==> config.mk <==
export PLATFORM = sky130hd
export DESIGN_NAME = class_file_constant_pool_parser
export DESIGN_NICKNAME = d
export VERILOG_FILES = /design/src/hdl/cfcpp_pkg.sv /design/src/hdl/cfcpp_step.sv /design/src/hdl/cfcpp_out_reg.sv /design/src/hdl/class_file_constant_pool_parser.sv
export SDC_FILE = /design/constraint.sdc
export NUM_CORES = 1
export LEC_CHECK = 0
export BUFFER_PORTS_ARGS = -buffer_cell sky130_fd_sc_hd__buf_2
export CAP_MARGIN = 20
export CORE_ASPECT_RATIO = 1.5
export CORE_MARGIN = 4
export CORE_UTILIZATION = 40
export CTS_CLUSTER_DIAMETER = 150
export DETAILED_ROUTE_END_ITERATION = 16
export GPL_ROUTABILITY_DRIVEN = 0
export MAX_ROUTING_LAYER = met4
export PLACE_DENSITY = 0.62
export SETUP_SLACK_MARGIN = 0.4
export SLEW_MARGIN = 10
export SYNTH_ARGS = -nofsm -noshare
export SYNTH_HDL_FRONTEND = slang
export SYNTH_HIERARCHICAL = 1
export SYNTH_SLANG_ARGS = --single-unit
==> constraint.sdc <==
create_clock -name i_clk -period 8.75 [get_ports i_clk]
set_clock_uncertainty 0.05 [all_clocks]
set_input_delay 0.4375 -clock i_clk [delete_from_list [all_inputs] [get_ports i_clk]]
set_output_delay 0.4375 -clock i_clk [all_outputs]
set_load 0.005 [all_outputs]
==> src/hdl/cfcpp_pkg.sv <==
`timescale 1ns / 1ps
// ----------------------------------------------------------------------------
// cfcpp_pkg
// Types and constants shared by the class file constant pool parser.
// ----------------------------------------------------------------------------
package cfcpp_pkg;

    // Header layout and defaults
    localparam logic [31:0] MAGIC_WORD      = 32'hCAFE_BABE;
    localparam logic [15:0] DEFAULT_MAJOR   = 16'd52;
    localparam logic [3:0]  HDR_MAGIC_END   = 4'd3;
    localparam logic [3:0]  HDR_VERSION_END = 4'd7;
    localparam logic [3:0]  HDR_COUNT_END   = 4'd9;

    // Constant pool tags
    localparam logic [7:0] TAG_UTF8         = 8'd1;
    localparam logic [7:0] TAG_INTEGER      = 8'd3;
    localparam logic [7:0] TAG_FLOAT        = 8'd4;
    localparam logic [7:0] TAG_LONG         = 8'd5;
    localparam logic [7:0] TAG_DOUBLE       = 8'd6;
    localparam logic [7:0] TAG_CLASS        = 8'd7;
    localparam logic [7:0] TAG_STRING       = 8'd8;
    localparam logic [7:0] TAG_FIELDREF     = 8'd9;
    localparam logic [7:0] TAG_METHODREF    = 8'd10;
    localparam logic [7:0] TAG_IFACE_METHOD = 8'd11;
    localparam logic [7:0] TAG_NAME_TYPE    = 8'd12;
    localparam logic [7:0] TAG_METHOD_HNDL  = 8'd15;
    localparam logic [7:0] TAG_METHOD_TYPE  = 8'd16;
    localparam logic [7:0] TAG_INVOKE_DYN   = 8'd18;

    // Payload sizes skipped after the tag byte
    localparam logic [15:0] SIZE_INDEX2     = 16'd2;
    localparam logic [15:0] SIZE_HANDLE     = 16'd3;
    localparam logic [15:0] SIZE_WORD       = 16'd4;
    localparam logic [15:0] SIZE_WIDE       = 16'd8;

    // Event kinds
    localparam logic [2:0] EV_HEADER_OK    = 3'd0;
    localparam logic [2:0] EV_BAD_MAGIC    = 3'd1;
    localparam logic [2:0] EV_BAD_VERSION  = 3'd2;
    localparam logic [2:0] EV_ENTRY_DONE   = 3'd3;
    localparam logic [2:0] EV_UNKNOWN_TAG  = 3'd4;

    typedef enum logic [2:0] {
        PH_HEADER,
        PH_TAG,
        PH_FIELD,
        PH_SKIP,
        PH_DONE,
        PH_HALT
    } t_phase;

    typedef struct packed {
        logic [7:0] data_byte;
        logic       start_of_file;
    } t_in_item;

    typedef struct packed {
        logic [2:0]  event_kind;
        logic [7:0]  entry_tag;
        logic [15:0] entry_value;
        logic [15:0] entry_index;
        logic        last;
    } t_out_item;

    // Result of one parse step handed to the output register
    typedef struct packed {
        logic      valid;
        t_out_item item;
    } t_event;

endpackage

==> src/hdl/cfcpp_step.sv <==
`timescale 1ns / 1ps
// ----------------------------------------------------------------------------
// cfcpp_step
// Parser state and the single-byte step: header check, tag decode,
// field assembly and payload skip. State advances on each accepted byte.
// ----------------------------------------------------------------------------
module cfcpp_step
    import cfcpp_pkg::*;
(
    input  logic        i_clk,
    input  logic        i_rst_n,
    input  logic        i_accept,
    input  t_in_item    i_item,
    input  logic [15:0] i_required_major,
    output t_event      o_event
);

    t_phase      r_phase, n_phase;
    logic [3:0]  r_hdr_count, n_hdr_count;
    logic [31:0] r_shift, n_shift;
    logic [15:0] r_pool_count, n_pool_count;
    logic [15:0] r_slot, n_slot;
    logic [15:0] r_skip, n_skip;
    logic [7:0]  r_tag, n_tag;

    // Effective state after an optional restart
    t_phase      e_phase;
    logic [3:0]  e_hdr_count;
    logic [31:0] e_shift;
    logic [15:0] e_pool_count, e_slot, e_skip;
    logic [7:0]  e_tag, b;

    logic [31:0] hdr_shift;
    logic [15:0] fld_shift;
    logic [15:0] skip_dec;
    logic        tag_known, tag_is_field;
    logic [15:0] tag_size;
    logic [16:0] fin_next;
    logic        fin_last;
    logic        magic_bad, version_bad, count_small;
    logic        fld_utf8_body;

    assign b = i_item.data_byte;

    // Restart clears the parse state before the byte is used
    always_comb begin
        if (i_item.start_of_file) begin
            e_phase      = PH_HEADER;
            e_hdr_count  = '0;
            e_shift      = '0;
            e_pool_count = '0;
            e_slot       = '0;
            e_skip       = '0;
            e_tag        = '0;
        end else begin
            e_phase      = r_phase;
            e_hdr_count  = r_hdr_count;
            e_shift      = r_shift;
            e_pool_count = r_pool_count;
            e_slot       = r_slot;
            e_skip       = r_skip;
            e_tag        = r_tag;
        end
    end

    // Shared datapath terms
    assign hdr_shift     = {e_shift[23:0], b};
    assign fld_shift     = {e_shift[7:0], b};
    assign skip_dec      = e_skip - 16'd1;
    assign magic_bad     = (e_hdr_count == HDR_MAGIC_END) && (hdr_shift != MAGIC_WORD);
    assign version_bad   = (e_hdr_count == HDR_VERSION_END)
                           && (hdr_shift[15:0] != i_required_major);
    assign count_small   = (hdr_shift[15:0] <= 16'd1);
    assign fld_utf8_body = (e_tag == TAG_UTF8) && (fld_shift != 16'd0);

    // Entry completion: wide entries take two slots
    assign fin_next = {1'b0, e_slot}
                      + ((e_tag == TAG_LONG || e_tag == TAG_DOUBLE) ? 17'd2 : 17'd1);
    assign fin_last = (fin_next >= {1'b0, e_pool_count});

    // Decode the tag byte
    always_comb begin
        tag_known    = 1'b1;
        tag_is_field = 1'b0;
        tag_size     = SIZE_INDEX2;
        unique case (b)
            TAG_UTF8, TAG_CLASS: begin
                tag_is_field = 1'b1;
                tag_size     = SIZE_INDEX2;
            end
            TAG_INTEGER, TAG_FLOAT, TAG_FIELDREF, TAG_METHODREF,
            TAG_IFACE_METHOD, TAG_NAME_TYPE, TAG_INVOKE_DYN: begin
                tag_size = SIZE_WORD;
            end
            TAG_LONG, TAG_DOUBLE: begin
                tag_size = SIZE_WIDE;
            end
            TAG_STRING, TAG_METHOD_TYPE: begin
                tag_size = SIZE_INDEX2;
            end
            TAG_METHOD_HNDL: begin
                tag_size = SIZE_HANDLE;
            end
            default: begin
                tag_known = 1'b0;
            end
        endcase
    end

    // Next phase
    always_comb begin
        n_phase = e_phase;
        unique case (e_phase)
            PH_HEADER: begin
                if (magic_bad || version_bad) begin
                    n_phase = PH_HALT;
                end else if (e_hdr_count == HDR_COUNT_END) begin
                    n_phase = count_small ? PH_DONE : PH_TAG;
                end
            end
            PH_TAG: begin
                if (!tag_known) begin
                    n_phase = PH_HALT;
                end else begin
                    n_phase = tag_is_field ? PH_FIELD : PH_SKIP;
                end
            end
            PH_FIELD: begin
                if (skip_dec == 16'd0) begin
                    if (fld_utf8_body) begin
                        n_phase = PH_SKIP;
                    end else begin
                        n_phase = fin_last ? PH_DONE : PH_TAG;
                    end
                end
            end
            PH_SKIP: begin
                if (skip_dec == 16'd0) begin
                    n_phase = fin_last ? PH_DONE : PH_TAG;
                end
            end
            PH_DONE, PH_HALT: begin
                n_phase = e_phase;
            end
            default: begin
                n_phase = PH_HALT;
            end
        endcase
    end

    // Next datapath registers
    always_comb begin
        n_hdr_count  = e_hdr_count;
        n_shift      = e_shift;
        n_pool_count = e_pool_count;
        n_slot       = e_slot;
        n_skip       = e_skip;
        n_tag        = e_tag;
        case (e_phase)
            PH_HEADER: begin
                n_shift     = hdr_shift;
                n_hdr_count = e_hdr_count + 4'd1;
                if (!magic_bad && !version_bad && e_hdr_count == HDR_COUNT_END) begin
                    n_pool_count = hdr_shift[15:0];
                    n_shift      = '0;
                    if (!count_small) begin
                        n_slot = 16'd1;
                    end
                end
            end
            PH_TAG: begin
                n_tag   = b;
                n_shift = '0;
                if (tag_known) begin
                    n_skip = tag_size;
                end
            end
            PH_FIELD: begin
                n_shift = {16'd0, fld_shift};
                n_skip  = skip_dec;
                if (skip_dec == 16'd0) begin
                    if (fld_utf8_body) begin
                        n_skip = fld_shift;
                    end else if (!fin_last) begin
                        n_slot = fin_next[15:0];
                    end
                end
            end
            PH_SKIP: begin
                n_skip = skip_dec;
                if (skip_dec == 16'd0 && !fin_last) begin
                    n_slot = fin_next[15:0];
                end
            end
            default: begin
                n_skip = e_skip;
            end
        endcase
    end

    // Result of this byte
    always_comb begin
        o_event       = '0;
        case (e_phase)
            PH_HEADER: begin
                if (magic_bad) begin
                    o_event.valid           = 1'b1;
                    o_event.item.event_kind = EV_BAD_MAGIC;
                end else if (version_bad) begin
                    o_event.valid           = 1'b1;
                    o_event.item.event_kind = EV_BAD_VERSION;
                end else if (e_hdr_count == HDR_COUNT_END) begin
                    o_event.valid            = 1'b1;
                    o_event.item.event_kind  = EV_HEADER_OK;
                    o_event.item.entry_value = hdr_shift[15:0];
                    o_event.item.last        = count_small;
                end
            end
            PH_TAG: begin
                if (!tag_known) begin
                    o_event.valid            = 1'b1;
                    o_event.item.event_kind  = EV_UNKNOWN_TAG;
                    o_event.item.entry_tag   = b;
                    o_event.item.entry_index = e_slot;
                end
            end
            PH_FIELD: begin
                if (skip_dec == 16'd0 && !fld_utf8_body) begin
                    o_event.valid            = 1'b1;
                    o_event.item.event_kind  = EV_ENTRY_DONE;
                    o_event.item.entry_tag   = e_tag;
                    o_event.item.entry_value = fld_shift;
                    o_event.item.entry_index = e_slot;
                    o_event.item.last        = fin_last;
                end
            end
            PH_SKIP: begin
                if (skip_dec == 16'd0) begin
                    o_event.valid            = 1'b1;
                    o_event.item.event_kind  = EV_ENTRY_DONE;
                    o_event.item.entry_tag   = e_tag;
                    o_event.item.entry_value = (e_tag == TAG_UTF8) ? e_shift[15:0] : 16'd0;
                    o_event.item.entry_index = e_slot;
                    o_event.item.last        = fin_last;
                end
            end
            default: begin
                o_event.valid = 1'b0;
            end
        endcase
    end

    // Advance the parse state on each accepted byte
    always_ff @(posedge i_clk) begin
        if (!i_rst_n) begin
            r_phase      <= PH_HEADER;
            r_hdr_count  <= '0;
            r_shift      <= '0;
            r_pool_count <= '0;
            r_slot       <= '0;
            r_skip       <= '0;
            r_tag        <= '0;
        end else if (i_accept) begin
            r_phase      <= n_phase;
            r_hdr_count  <= n_hdr_count;
            r_shift      <= n_shift;
            r_pool_count <= n_pool_count;
            r_slot       <= n_slot;
            r_skip       <= n_skip;
            r_tag        <= n_tag;
        end
    end

endmodule

==> src/hdl/cfcpp_out_reg.sv <==
`timescale 1ns / 1ps
// ----------------------------------------------------------------------------
// cfcpp_out_reg
// Result register: holds one event until the receiver takes it.
// ----------------------------------------------------------------------------
module cfcpp_out_reg
    import cfcpp_pkg::*;
(
    input  logic      i_clk,
    input  logic      i_rst_n,
    input  logic      i_load,
    input  t_out_item i_item,
    input  logic      i_ready,
    output logic      o_valid,
    output t_out_item o_item
);

    logic      r_valid, n_valid;
    t_out_item r_item;

    // Load a new event, or drop the current one once taken
    always_comb begin
        if (i_load) begin
            n_valid = 1'b1;
        end else if (i_ready) begin
            n_valid = 1'b0;
        end else begin
            n_valid = r_valid;
        end
    end

    always_ff @(posedge i_clk) begin
        if (!i_rst_n) begin
            r_valid <= 1'b0;
        end else begin
            r_valid <= n_valid;
        end
    end

    // Hold the payload until the next load
    always_ff @(posedge i_clk) begin
        if (i_load) begin
            r_item <= i_item;
        end
    end

    assign o_valid = r_valid;
    assign o_item  = r_item;

endmodule

==> src/hdl/class_file_constant_pool_parser.sv <==
`timescale 1ns / 1ps
// ----------------------------------------------------------------------------
// class_file_constant_pool_parser
// Walks the header and constant pool of a class file fed one byte per
// transaction, reporting header status and one event per pool entry.
// ----------------------------------------------------------------------------
// Usage:
//   Input channel (i_in_valid / o_in_ready / i_in_item) carries one file
//   byte per transaction; start_of_file restarts parsing at that byte.
//   Output channel (o_out_valid / i_out_ready / o_out_item) carries at most
//   one event per byte: header ok, bad magic, bad version, entry done or
//   unknown tag.
//   Configuration channel (i_cfg_valid / o_cfg_ready / i_cfg_data) writes
//   the required major version; it is always ready. Write it only while idle.
// Timing:
//   One byte per cycle sustained while no event is stalled. An event sits in the
//   output register in the cycle after its byte is accepted. The step logic
//   between the parse state registers and the output register is combinational.
// Reset:
//   Synchronous, active low. Parsing restarts at file byte 0 and the
//   required major version returns to 52. No event is pending.
// Stall:
//   While a pending event is not taken, o_in_ready is low and no byte is
//   consumed; bytes flow again in the cycle the receiver takes the event.
// ----------------------------------------------------------------------------
module class_file_constant_pool_parser
    import cfcpp_pkg::*;
(
    input  logic        i_clk,
    input  logic        i_rst_n,
    // byte input
    input  logic        i_in_valid,
    output logic        o_in_ready,
    input  t_in_item    i_in_item,
    // event output
    output logic        o_out_valid,
    input  logic        i_out_ready,
    output t_out_item   o_out_item,
    // configuration
    input  logic        i_cfg_valid,
    output logic        o_cfg_ready,
    input  logic [15:0] i_cfg_data
);

    logic [15:0] r_required_major;
    logic        in_accept;
    t_event      step_event;

    // Accept a byte whenever the output register is free or being emptied
    assign o_in_ready  = !o_out_valid || i_out_ready;
    assign in_accept   = i_in_valid && o_in_ready;
    assign o_cfg_ready = 1'b1;

    // Configuration register
    always_ff @(posedge i_clk) begin
        if (!i_rst_n) begin
            r_required_major <= DEFAULT_MAJOR;
        end else if (i_cfg_valid) begin
            r_required_major <= i_cfg_data;
        end
    end

    cfcpp_step u_step (
        .i_clk            (i_clk),
        .i_rst_n          (i_rst_n),
        .i_accept         (in_accept),
        .i_item           (i_in_item),
        .i_required_major (r_required_major),
        .o_event          (step_event)
    );

    cfcpp_out_reg u_out_reg (
        .i_clk   (i_clk),
        .i_rst_n (i_rst_n),
        .i_load  (in_accept && step_event.valid),
        .i_item  (step_event.item),
        .i_ready (i_out_ready),
        .o_valid (o_out_valid),
        .o_item  (o_out_item)
    );

`ifndef NO_ASSERTIONS
    // A stalled event blocks further input
    a_stall_blocks_input: assert property (@(posedge i_clk) disable iff (!i_rst_n)
        o_out_valid && !i_out_ready |-> !o_in_ready)
        else $error("input accepted while an event is stalled");

    // A header that ends the pool carries a count of zero or one
    a_header_last_count: assert property (@(posedge i_clk) disable iff (!i_rst_n)
        o_out_valid && o_out_item.event_kind == EV_HEADER_OK && o_out_item.last
        |-> o_out_item.entry_value <= 16'd1)
        else $error("header end-of-pool with count above one");

    // Header errors never end the pool and carry no slot
    a_header_error_fields: assert property (@(posedge i_clk) disable iff (!i_rst_n)
        o_out_valid && (o_out_item.event_kind == EV_BAD_MAGIC ||
                        o_out_item.event_kind == EV_BAD_VERSION)
        |-> !o_out_item.last && o_out_item.entry_index == 16'd0)
        else $error("header error with slot or last set");

    // Finished entries always sit in a slot from one upward
    a_entry_slot_nonzero: assert property (@(posedge i_clk) disable iff (!i_rst_n)
        o_out_valid && o_out_item.event_kind == EV_ENTRY_DONE
        |-> o_out_item.entry_index != 16'd0)
        else $error("entry reported at slot zero");
`endif

endmodule

After elaboration in Yosys (flattened, before gate mapping)
Cells that the tools add are included.
{"block": "word_totals", "output_inout_bits": 47, "regBits": 148}
{"block": "op_classes", "n_lt_le_gt_ge": 2, "reduce_logical": 26, "n_eq_ne": 27, "n_mux": 60, "n_addsub": 3}
{"operator": "$mux 16", "n": 19}
{"operator": "$pmux 16 s3", "n": 4}
{"operator": "$mux 45", "n": 2}
{"operator": "$pmux 24 s3", "n": 1}
{"operator": "$eq 8x3->1 const B", "n": 6}
{"operator": "$eq 8x4->1 const B", "n": 6}
{"operator": "$mux 24", "n": 2}
{"operator": "$ne 32x32->1 const B", "n": 1}
{"operator": "$mux 3", "n": 9}
{"operator": "$pmux 8 s3", "n": 1}
{"operator": "$mux 4", "n": 5}
{"operator": "$add 16x17->17", "n": 1}
{"operator": "$ge 17x16->1", "n": 1}
{"operator": "$eq 8x1->1 const B", "n": 2}
{"operator": "$eq 8x5->1 const B", "n": 2}
{"operator": "$le 16x1->1 const B", "n": 1}
{"operator": "$logic_not 16->1", "n": 1}
{"operator": "$mux 8", "n": 2}
{"operator": "$ne 16x16->1", "n": 1}
{"operator": "$reduce_bool 16->1", "n": 1}
{"operator": "$sub 16x1->16 const B", "n": 1}
{"operator": "$pmux 3 s5", "n": 1}
{"operator": "$reduce_or 14->1", "n": 1}
{"operator": "$mux 12", "n": 1}
{"operator": "21 further kinds", "n": 46}

Longest topological paths before layout
Gate-level depths: netlist of the first run.
{"block": "logic_depth", "depth_word": 10, "depth_mapped": 22, "depth_no_buf": 19}

Modules after synthesis
Netlist of the first run, hierarchy kept.
{"module": "cfcpp_step", "seq_area_each_um2": 1741.7, "cells_per_inst": 797, "instances": 1, "area_each_um2": 6073.3}
{"module": "cfcpp_out_reg", "seq_area_each_um2": 1341.3, "cells_per_inst": 47, "instances": 1, "area_each_um2": 1362.6}
{"module": "class_file_constant_pool_parser", "seq_area_each_um2": 320.3, "cells_per_inst": 56, "instances": 1, "area_each_um2": 638.1}

Worst setup path before layout of the first run
Ideal clock, no wire load.
{"block": "synth_timing", "path_kind": "input-to-reg", "start": "in i_in_item[0] (netlist name)", "end": "reg u_out_reg.r_item (netlist bit u_out_reg/o_item[0]), enable pin", "arrival_ps": 5091, "setup_time_ps": 407, "slack_ps": 3202, "stages": 17, "cell_sequence": "clkinv_1 clkbuf_1 buf_1 buf_1 nand2_1 ha_1 or3b_2 or3_1 clkbuf_1 xnor2_1 or4_1 buf_2 nor3_1 nor2_1 clkbuf_1 nand2_1 and3_1"}
{"element": "start, declared", "line_no": "class_file_constant_pool_parser.sv:34", "rtl": "input t_in_item i_in_item,"}
{"element": "end signal, assigned", "line_no": "cfcpp_out_reg.sv:43", "rtl": "r_item <= i_item;"}
{"element": "end, declared", "line_no": "cfcpp_out_reg.sv:19", "rtl": "t_out_item r_item;"}

==> impl_metrics.toml, run 1 <==
[grt]
antenna_violations_before_repair = 0
grt_start_max_net_pins = 56
first_global_vias = 6821
grt_first_pass_wirelength_um = 36800
grt_overflow = 0
globalRouteTotalUtil = 0.217

[critical_path]
worst_ep_required_time_ns = 8.76
timing.critical_path.arrival_ns = 5.39
cp_max_fo = 45
critical_path_class = "input port to flip-flop"
slowest_delay_ns = 0.89
setup.worst_path.start_class = "input port"
timing.critical_path.mode_cell = "sky130_fd_sc_hd__nand2_1"
critical-path-slowest-cell = "sky130_fd_sc_hd__and3_2"
critPathCaptureType = "flip-flop"
sequence_of_cells_on_the_critical_path = "buf_2 -> clkinv_1 -> nand2_1 -> ha_1 -> or3b_2 -> or3_1 -> xnor2_1 -> or4_1 -> nor3_1 -> buf_4 -> nor2_1 -> nand2_1 -> and3_2"

[drt]
routedWlPerCell_um = 19.6
post-route-drc-count = 0
avgViaCountPerCell = 5.96
detail_route.iter0.violations = 701
postRouteWirelength_um = 23700
vias = 7201
detail_route.first_pass.iterations = 7
route.antenna.remaining_nets = 0

[cells_and_area]
post_layout_nonfiller_instances = 1209
area.growth.synth_to_final_pct = 13.5
num-nets-final = 989
diodes = 0
drive_above_1_share = 0.138

[die]
num_rows = 63
pin_count = 77
placeableCoreArea_um2 = 19800
die_w_um = 124
starting_density_of_the_core = 0.408
die_area_um2 = 22600
die_height_um = 182

[logic_synthesis]
ys_dominant_reg_cell = "sky130_fd_sc_hd__dfxtp_1"
synth_top_area_frac = 0.258
netlist_top_cells_area = "sky130_fd_sc_hd__dfxtp_1 26%, sky130_fd_sc_hd__edfxtp_1 16%, sky130_fd_sc_hd__nor2_1 4.9%"
post_synthesis_average_cell_area_um2 = 8.97
top_cell_type_by_total_area_after_synthesis = "sky130_fd_sc_hd__dfxtp_1"
synth_enable_flop_cells = 44
netlist-cell-type-count = 76
synth.ff_latch_count = 148
synth-warning-count = 6
post_synth_inst_count = 900
yosysSeqAreaShare = 0.422
syn_nets = 953
syn-cell-area_um2 = 8070
ys_async_sr_fraction = 0

[timing]
worst-slew-pin-transition_ns = 1.06
setup_viol = 0
period_minus_slack_ns = 5.38
finalHoldViolCount = 0
min_period_over_period = 0.615
drv_slew = 0
unrepaired_setup_endpoints_after_global_routing = "no"
fin_setup_tns_ns = 0
relSlewSlack = 0.289
clock.fmax_mhz = 186

[status]
status = "finished, final reports clean"

[cts]
cts.path.max_buffers = 2
cts_tree = "built"
cts_resized = 0
cts_inserted_buffers = 17
post_cts_hold_buffer_count = 0
number_of_sinks_on_the_clock_net = 148
insertion_delay_ns = 0.44
ctsHtreeMaxLevel = 4
postCtsSetupBuffers = 0
clkSlewWorstSetupHoldPaths_ns = 0.07
cts.root.buffer_cell = "sky130_fd_sc_hd__clkbuf_16"

[pwr]
p_per_area_nw_per_um2 = 180
vdd_ir_drop_max_uv = 116
cell_internal_pwr_mw = 1.19
combinationalPowerShare = 0.094
power.clock.fraction = 0.454
net-switching-power_uw = 461
switching_share_of_total_power = 0.279
leakage_nw = 3.12
pwr-share-seq = 0.452

[place]
place.detailed.instances = 1175
placed_wire_length_estimate_um = 16200
place.port_buffers = 75

[worst_hold_path]
worst_hold_path_type = "input port to flip-flop"

[job]
drv.max_cap_violation_count = 0
==> synthesized netlist by cell type, types with 3 or more instances <==
library cell                  n
sky130_fd_sc_hd__xor2_1       7
sky130_fd_sc_hd__nand2_1     67
sky130_fd_sc_hd__nor2b_1     39
sky130_fd_sc_hd__nor4b_1      7
sky130_fd_sc_hd__and3_1       6
sky130_fd_sc_hd__o21a_1       6
sky130_fd_sc_hd__a22oi_1     51
sky130_fd_sc_hd__nor4bb_1     3
sky130_fd_sc_hd__a211oi_1     7
sky130_fd_sc_hd__nand2b_1     5
sky130_fd_sc_hd__or4bb_1      4
sky130_fd_sc_hd__o21ai_1      3
sky130_fd_sc_hd__dfxtp_1    104
sky130_fd_sc_hd__o21bai_1     3
sky130_fd_sc_hd__buf_2        3
sky130_fd_sc_hd__nand4_1     14
sky130_fd_sc_hd__nand4b_1     3
sky130_fd_sc_hd__o211ai_1     3
sky130_fd_sc_hd__o221ai_1     5
sky130_fd_sc_hd__mux2i_1     20
sky130_fd_sc_hd__nor3_1      21
sky130_fd_sc_hd__or4_1       11
sky130_fd_sc_hd__inv_1       10
sky130_fd_sc_hd__nor4_1       5
sky130_fd_sc_hd__a22o_1      34
sky130_fd_sc_hd__buf_1        7
sky130_fd_sc_hd__o22ai_1      6
sky130_fd_sc_hd__o31a_1       4
sky130_fd_sc_hd__a21o_1       6
sky130_fd_sc_hd__a21oi_1     36
sky130_fd_sc_hd__o2bb2ai_1    3
sky130_fd_sc_hd__o21ai_0     37
sky130_fd_sc_hd__nor2_1     105
sky130_fd_sc_hd__or2_2        4
sky130_fd_sc_hd__a31oi_1     17
sky130_fd_sc_hd__xnor2_1     28
sky130_fd_sc_hd__nand3_1     23
sky130_fd_sc_hd__ha_1        22
sky130_fd_sc_hd__or3_1       13
sky130_fd_sc_hd__clkbuf_1    54
sky130_fd_sc_hd__and2_1       4
sky130_fd_sc_hd__edfxtp_1    44
sky130_fd_sc_hd__nor3b_1      4
==> power by group through the flow <==
stage | logic (mW) | clock network, mW | registers (mW)
after floorplan | 0.118 | 0 | 0.746
after global placement | 0.151 | 0 | 0.761
after detailed placement | 0.152 | 0 | 0.761
after CTS | 0.152 | 0.764 | 0.745
after global routing | 0.170 | 0.791 | 0.748
final | 0.155 | 0.750 | 0.746
==> metal layers <==
layer | GRT usage | vias to the layer above | share of wire
met4 | 0.100 | 0 | 0.039
li1 | - | 3419 | -
met5 | - | - | 0
met3 | 0.0315 | 53 | 0.053
met2 | 0.356 | 266 | 0.50
met1 | 0.259 | 3463 | 0.40
==> through the flow <==
stage	instance area, um^2	worst slack, ns	util	power, mW	hold WS, ns
floorplan	8070	3.20	-	0.863	0.401
global placement	8550	3.09	0.432	0.912	0.418
detailed placement	8550	2.97	0.432	0.912	0.428
CTS	9150	3.41	0.462	1.66	0.159
global route	9160	2.88	0.463	1.71	0.175
finish	9160	3.37	0.463	1.65	0.175
==> cell families after synthesis <==
group / synth area share
adders and majority gates: 0.0378
muxes: 0.0262
other: 0.000464
buffers and inverters: 0.0420
DFF: 0.422
and+or+nand+nor: 0.224
AOI/OAI and AO/OA: 0.210
xor gates and xnor gates: 0.0380
==> critical path: cells and delay by family <==
family | cells | cell delay, ns
fa+ha+maj | 1 | 0.30
buf+inv | 3 | 0.95
xor+xnor | 1 | 0.18
simple gates | 8 | 3.48
==> final cells by class <==
type / count / area [um^2]
Timing Repair Buffer: 85 / 450
Clock inverter: 14 / 160
Fill cell: 1985 / 10600
Sequential cell: 148 / 3400
Multi-Input combinational cell: 672 / 4340
Inverter: 12 / 45.0
Tap cell: 260 / 325
Clock buffer: 18 / 439
==> final timing paths <==
check        cells past startpoint              endpoint        startpoint  slack, ns
max                             13  u_out_reg/o_item[38]      i_in_item[0]       3.37
min                              3   r_required_major[4]     i_cfg_data[4]       0.17
max reg2reg                     18      u_step/r_slot[1]   u_step/r_tag[7]       3.74
min reg2reg                      2      u_step/r_slot[1]  u_step/r_slot[1]       0.44
==> sequential cells by signal (all words and copies together), names as in the netlist <==
register             count
r_required_major        16
u_step/r_hdr_count       4
u_step/r_pool_count     16
u_step/r_slot           16
u_out_reg/o_item        44
u_out_reg/o_valid        1
u_step/r_shift          24
u_step/r_skip           16
u_step/r_phase           3
u_step/r_tag             8
==> placed cells by master, fill, tap and decap left out, types with 20 or more instances in the layout <==
master	count
sky130_fd_sc_hd__dfxtp_1	104
sky130_fd_sc_hd__nor2_1	105
sky130_fd_sc_hd__buf_2	75
sky130_fd_sc_hd__nand3_1	23
sky130_fd_sc_hd__nor2b_1	39
sky130_fd_sc_hd__nand2_1	67
sky130_fd_sc_hd__o21ai_0	37
sky130_fd_sc_hd__ha_1	22
sky130_fd_sc_hd__xnor2_1	28
sky130_fd_sc_hd__a22o_1	34
sky130_fd_sc_hd__a21oi_1	36
sky130_fd_sc_hd__edfxtp_1	44
sky130_fd_sc_hd__mux2i_1	20
sky130_fd_sc_hd__a22oi_1	51
sky130_fd_sc_hd__nor3_1	21
Note: power is estimated with default switching activity, not from simulation.
==> run 2, diff against run 1 <==
PLACE_DENSITY = 0.64   (was 0.62)
clock period = 4.86 ns   (was 8.75 ns; I/O delays follow)
==> impl_metrics.toml, run 2 (synthesis gave the netlist of run 1 again) <==
[status]
status = "finished, final reports clean"

[cts]
cts.path.max_buffers = 2
ctsHtreeMaxLevel = 4
clkSlewWorstSetupHoldPaths_ns = 0.07
insertion_delay_ns = 0.43
cts_tree = "built"
number_of_sinks_on_the_clock_net = 148
cts.root.buffer_cell = "sky130_fd_sc_hd__clkbuf_16"
cts_inserted_buffers = 17

[timing]
finalHoldViolCount = 0
setup_viol = 0
unrepaired_setup_endpoints_after_global_routing = "no"
clock.fmax_mhz = 232
relSlewSlack = 0.299
period_minus_slack_ns = 4.31
worst_hold_check_slack_ns = 0.0259
drv_slew = 0
min_period_over_period = 0.888
fin_setup_tns_ns = 0
worst-slew-pin-transition_ns = 1.05

[place]
place.detailed.instances = 1186
place.port_buffers = 75
placed_wire_length_estimate_um = 16300
post_dp_cell_area_um2 = 8680

[cells_and_area]
num-nets-final = 1011
most-common-layout-cells = "105 x sky130_fd_sc_hd__nor2_1, 100 x sky130_fd_sc_hd__dfxtp_1, 75 x sky130_fd_sc_hd__buf_2"
largest_reg_flops = 44
drive_above_1_share = 0.173
fillerInstances = 1918
post-route-cell-area_um2 = 9420
diodes = 0
most_common_library_cell_in_the_layout_ignoring_fill_and_taps = "sky130_fd_sc_hd__nor2_1"
post_layout_nonfiller_instances = 1231
area.growth.synth_to_final_pct = 16.7

[drt]
route.antenna.remaining_nets = 0
avgViaCountPerCell = 5.96
post-route-drc-count = 0
postRouteWirelength_um = 24000
vias = 7339
detail_route.first_pass.iterations = 6
routedWlPerCell_um = 19.5
detail_route.iter0.violations = 681

[critical_path]
setup.worst_path.start_class = "flip-flop"
worst_ep_required_time_ns = 5.17
critPathCaptureType = "flip-flop"
cp_max_fo = 8
r2r_setup_slack_ns = 0.55
timing.critical_path.arrival_ns = 4.62
crit_start = "u_step/r_tag[7]"
regToRegStartpoint = "u_step/r_tag[7]"
critical_path_class = "flip-flop to flip-flop"

[pwr]
power.clock.fraction = 0.446
switching_share_of_total_power = 0.263
overall_power_mw = 2.94
combinationalPowerShare = 0.100
vdd_ir_drop_max_uv = 243
pwr-share-seq = 0.454
p_per_area_nw_per_um2 = 312
leakage_nw = 3.21
net-switching-power_uw = 773
cell_internal_pwr_mw = 2.17

[worst_hold_path]
holdCritStartpoint = "i_cfg_data[3]"
worst_hold_path_type = "input port to flip-flop"

[grt]
first_global_vias = 7022
groute.layer.met1.usage = 0.266
globalRouteTotalUtil = 0.224
grt_overflow = 0
antenna_violations_before_repair = 0
grt_most_used_layer = "met2"
grtUsageMet2 = 0.361
grt_start_max_net_pins = 58
grt_first_pass_wirelength_um = 38200
globalRouteMet3Util = 0.0355

[die]
starting_density_of_the_core = 0.408
die_area_um2 = 22600
placeableCoreArea_um2 = 19800
num_rows = 63
die_w_um = 124
pin_count = 77
die_height_um = 182

[job]
drv.max_cap_violation_count = 0
## run 2: cell types whose count changed in the layout (fill, tap and decap cells not counted), sizes merged
cell / delta
buf: +18
bufinv: +1
clkbuf: +1
clkinv: +1
clkinvlp: +2
dlygate4sd3: +4
inv: -5
## run 2: through the flow
stage,setup WS [ns],util
2_1_floorplan,0.401,-
3_3_place_gp,0.159,0.438
3_5_place_dp,0.0319,0.439
4_1_cts,0.446,0.471
5_1_grt,0.359,0.476
6_report,0.547,0.476
## run 2: worst paths after layout
kind                          to  cells after the start
min          r_required_major[3]                      3
max reg2reg     u_step/r_slot[1]                     18
min reg2reg     u_step/r_slot[1]                      2
max             u_step/r_slot[1]                     18
## run 2: critical path: stages, from the launching register on
cell	delay [ns]
sky130_fd_sc_hd__dfxtp_1	0.34
sky130_fd_sc_hd__nor2_1	0.07
sky130_fd_sc_hd__and3_1	0.16
sky130_fd_sc_hd__and3_4	0.19
sky130_fd_sc_hd__inv_1	0.06
sky130_fd_sc_hd__ha_2	0.19
sky130_fd_sc_hd__fa_2	0.21
sky130_fd_sc_hd__nand3b_1	0.10
sky130_fd_sc_hd__or4_4	0.49
sky130_fd_sc_hd__or3_1	0.38
sky130_fd_sc_hd__a21oi_2	0.15
sky130_fd_sc_hd__ha_1	0.26
sky130_fd_sc_hd__a21oi_1	0.15
sky130_fd_sc_hd__o21a_1	0.14
sky130_fd_sc_hd__o21a_1	0.17
sky130_fd_sc_hd__nand3_4	0.11
sky130_fd_sc_hd__or4_4	0.53
sky130_fd_sc_hd__or3_1	0.33
sky130_fd_sc_hd__a31oi_1	0.16
## run 2: final cells by class
| cell class | count | area, um^2 | share of cell area |
|---|---|---|---|
| Tap cell | 260 | 325 | 0.0345 |
| Inverter | 12 | 45.0 | 0.00478 |
| Clock buffer | 19 | 433 | 0.0460 |
| Timing Repair Buffer | 107 | 629 | 0.0668 |
| Clock inverter | 13 | 149 | 0.0158 |
| Sequential cell | 148 | 3410 | 0.362 |
| Multi-Input combinational cell | 672 | 4430 | 0.470 |
## run 2: routing by layer
metal / vias to the layer above / wire length, um
li1: 3460 / -
met1: 3496 / 9500
met2: 305 / 12100
met3: 78 / 1360
met4: 0 / 1060
met5: - / 0
## run 2: repair_timing
item                                    in CTS  in global routing
pin swaps                                    1                  6
resized for setup                            4                 12
endpoints found under the setup margin      15                 15
hold endpoints to repair                     4                  0
hold buffers                                 4                  0
buffers inserted                             1                  6
## run 2: power by group through the flow
stage	sequential [mW]	combinational (mW)	clock, mW
after detailed placement	1.36	0.287	0
after floorplan	1.34	0.214	0
after global placement	1.36	0.285	0
after CTS	1.33	0.292	1.35
final	1.33	0.295	1.31
after global routing	1.34	0.323	1.40
==> run 3, diff against run 2 <==
PLACE_DENSITY = 0.62   (was 0.64)
clock period = 5.6 ns   (was 4.86 ns; I/O delays follow)
==> impl_metrics.toml, run 3 (synthesis gave the netlist of run 1 again) <==
[grt]
grt_start_max_net_pins = 54
antenna_violations_before_repair = 0
grt_most_used_layer = "met2"
groute.layer.met1.usage = 0.263
grtUsageMet2 = 0.352
grt_first_pass_wirelength_um = 37600
globalRouteTotalUtil = 0.220
globalRouteMet3Util = 0.0355
grt_overflow = 0
first_global_vias = 6946

[pwr]
overall_power_mw = 2.52
cell_internal_pwr_mw = 1.81
combinationalPowerShare = 0.104
p_per_area_nw_per_um2 = 273
leakage_nw = 3.16
net-switching-power_uw = 716
pwr-share-seq = 0.458
power.clock.fraction = 0.438
switching_share_of_total_power = 0.284
vdd_ir_drop_max_uv = 155

[critical_path]
worstRegToRegCells = 18
critical_path_class = "flip-flop to flip-flop"
slowest_delay_ns = 0.64
cp_max_fo = 9
worst_ep_required_time_ns = 5.90
timing.critical_path.buf_inv = 1
timing.critical_path.arrival_ns = 5.05
critical-path-slowest-cell = "sky130_fd_sc_hd__or4_1"
critPathCaptureType = "flip-flop"
cell_family_with_the_largest_share_of_critical_path_delay = "simple AND/OR/NAND/NOR gates"
sequence_of_cells_on_the_critical_path = "nor2_1 -> and3_1 -> and3_1 -> inv_1 -> ha_1 -> fa_1 -> nand3b_1 -> or4_1 -> or3_1 -> a21oi_1 -> ha_1 -> a21oi_1 -> o21a_1 -> o21a_1 -> nand3_1 -> or4_4 -> or3_1 -> a31oi_1"
worst-path-stages = 18
setup.worst_path.start_class = "flip-flop"

[place]
post_dp_cell_area_um2 = 8640
preCtsSetupSlack_ns = 0.593
place.port_buffers = 75
placed_wire_length_estimate_um = 16300

[timing]
fin_setup_tns_ns = 0
setup_viol = 0
min_period_over_period = 0.848
clock.fmax_mhz = 210
finalHoldViolCount = 0
period_minus_slack_ns = 4.75
layout_setup_ws_ns = 0.849
worst_hold_check_slack_ns = 0.0102
relSlewSlack = 0.325
worst-slew-pin-transition_ns = 1.00
drv_slew = 0
unrepaired_setup_endpoints_after_global_routing = "no"

[drt]
post-route-drc-count = 0
route.antenna.remaining_nets = 0
postRouteWirelength_um = 24100
vias = 7322
detail_route.iter0.violations = 665
detail_route.first_pass.iterations = 7
avgViaCountPerCell = 5.99
routedWlPerCell_um = 19.7

[cts]
cts.path.max_buffers = 2
cts.root.buffer_cell = "sky130_fd_sc_hd__clkbuf_16"
clkSlewWorstSetupHoldPaths_ns = 0.07
number_of_sinks_on_the_clock_net = 148
postCtsSetupBuffers = 0
cts_inserted_buffers = 17
cts_tree = "built"
ctsHtreeMaxLevel = 4
insertion_delay_ns = 0.43
cts_resized = 0
post_cts_hold_buffer_count = 0

[cells_and_area]
area.growth.synth_to_final_pct = 14.5
num-nets-final = 1003
post-route-cell-area_um2 = 9240
largest_reg_flops = 44
diodes = 0
most_common_library_cell_in_the_layout_ignoring_fill_and_taps = "sky130_fd_sc_hd__nor2_1"
drive_above_1_share = 0.150
most-common-layout-cells = "105 x sky130_fd_sc_hd__nor2_1, 104 x sky130_fd_sc_hd__dfxtp_1, 75 x sky130_fd_sc_hd__buf_2"
fillerInstances = 1937

[die]
num_rows = 63
die_height_um = 182
starting_density_of_the_core = 0.408
placeableCoreArea_um2 = 19800
die_area_um2 = 22600
pin_count = 77
die_w_um = 124

[status]
status = "finished, final reports clean"

[worst_hold_path]
hold_depth = 3
worst_hold_path_type = "input port to flip-flop"

[job]
drv.max_cap_violation_count = 0
==> run 3: power by group through the flow <==
stage	combinational, mW	sequential, mW	clock [mW]
floorplan	0.184	1.17	0
finish	0.261	1.15	1.10
detailed placement	0.254	1.18	0
global route	0.282	1.16	1.18
CTS	0.255	1.15	1.13
global placement	0.254	1.18	0
==> run 3: final timing paths <==
check              startpoint                   to  slack [ns]
max           u_step/r_tag[6]     u_step/r_slot[1]        0.85
min             i_cfg_data[5]  r_required_major[5]        0.01
max reg2reg   u_step/r_tag[6]     u_step/r_slot[1]        0.85
min reg2reg  u_step/r_slot[1]     u_step/r_slot[1]        0.44
==> run 3: area by class of cell <==
| class | count | area, um^2 | share of cell area |
|---|---|---|---|
| inverters | 12 | 45.0 | 0.00487 |
| multi-input cells | 672 | 4340 | 0.469 |
| clock inverters | 15 | 150 | 0.0162 |
| clock buffers | 17 | 425 | 0.0460 |
| well taps | 260 | 325 | 0.0352 |
| repair buffers | 99 | 556 | 0.0601 |
| flip-flops and latches | 148 | 3400 | 0.368 |
==> run 3: routing by layer <==
layer | part of all wire | vias up | routed length [um]
met1 | 0.41 | 3475 | 9820
li1 | - | 3451 | -
met4 | 0.054 | 0 | 1300
met5 | 0 | - | 0
met3 | 0.057 | 91 | 1370
met2 | 0.48 | 305 | 11700
==> run 3: metrics by stage <==
stage,util,cells
2_1_floorplan,-,900
3_3_place_gp,0.437,1187
3_5_place_dp,0.437,1187
4_1_cts,0.466,1219
5_1_grt,0.467,1223
6_report,0.467,1223
==> run 3: worst min-delay path: cells and delay by family <==
| kind | cells | cell delay [ns] |
|---|---|---|
| simple gates | 1 | 0.06 |
| buf+inv | 1 | 0.07 |
| mux | 1 | 0.05 |
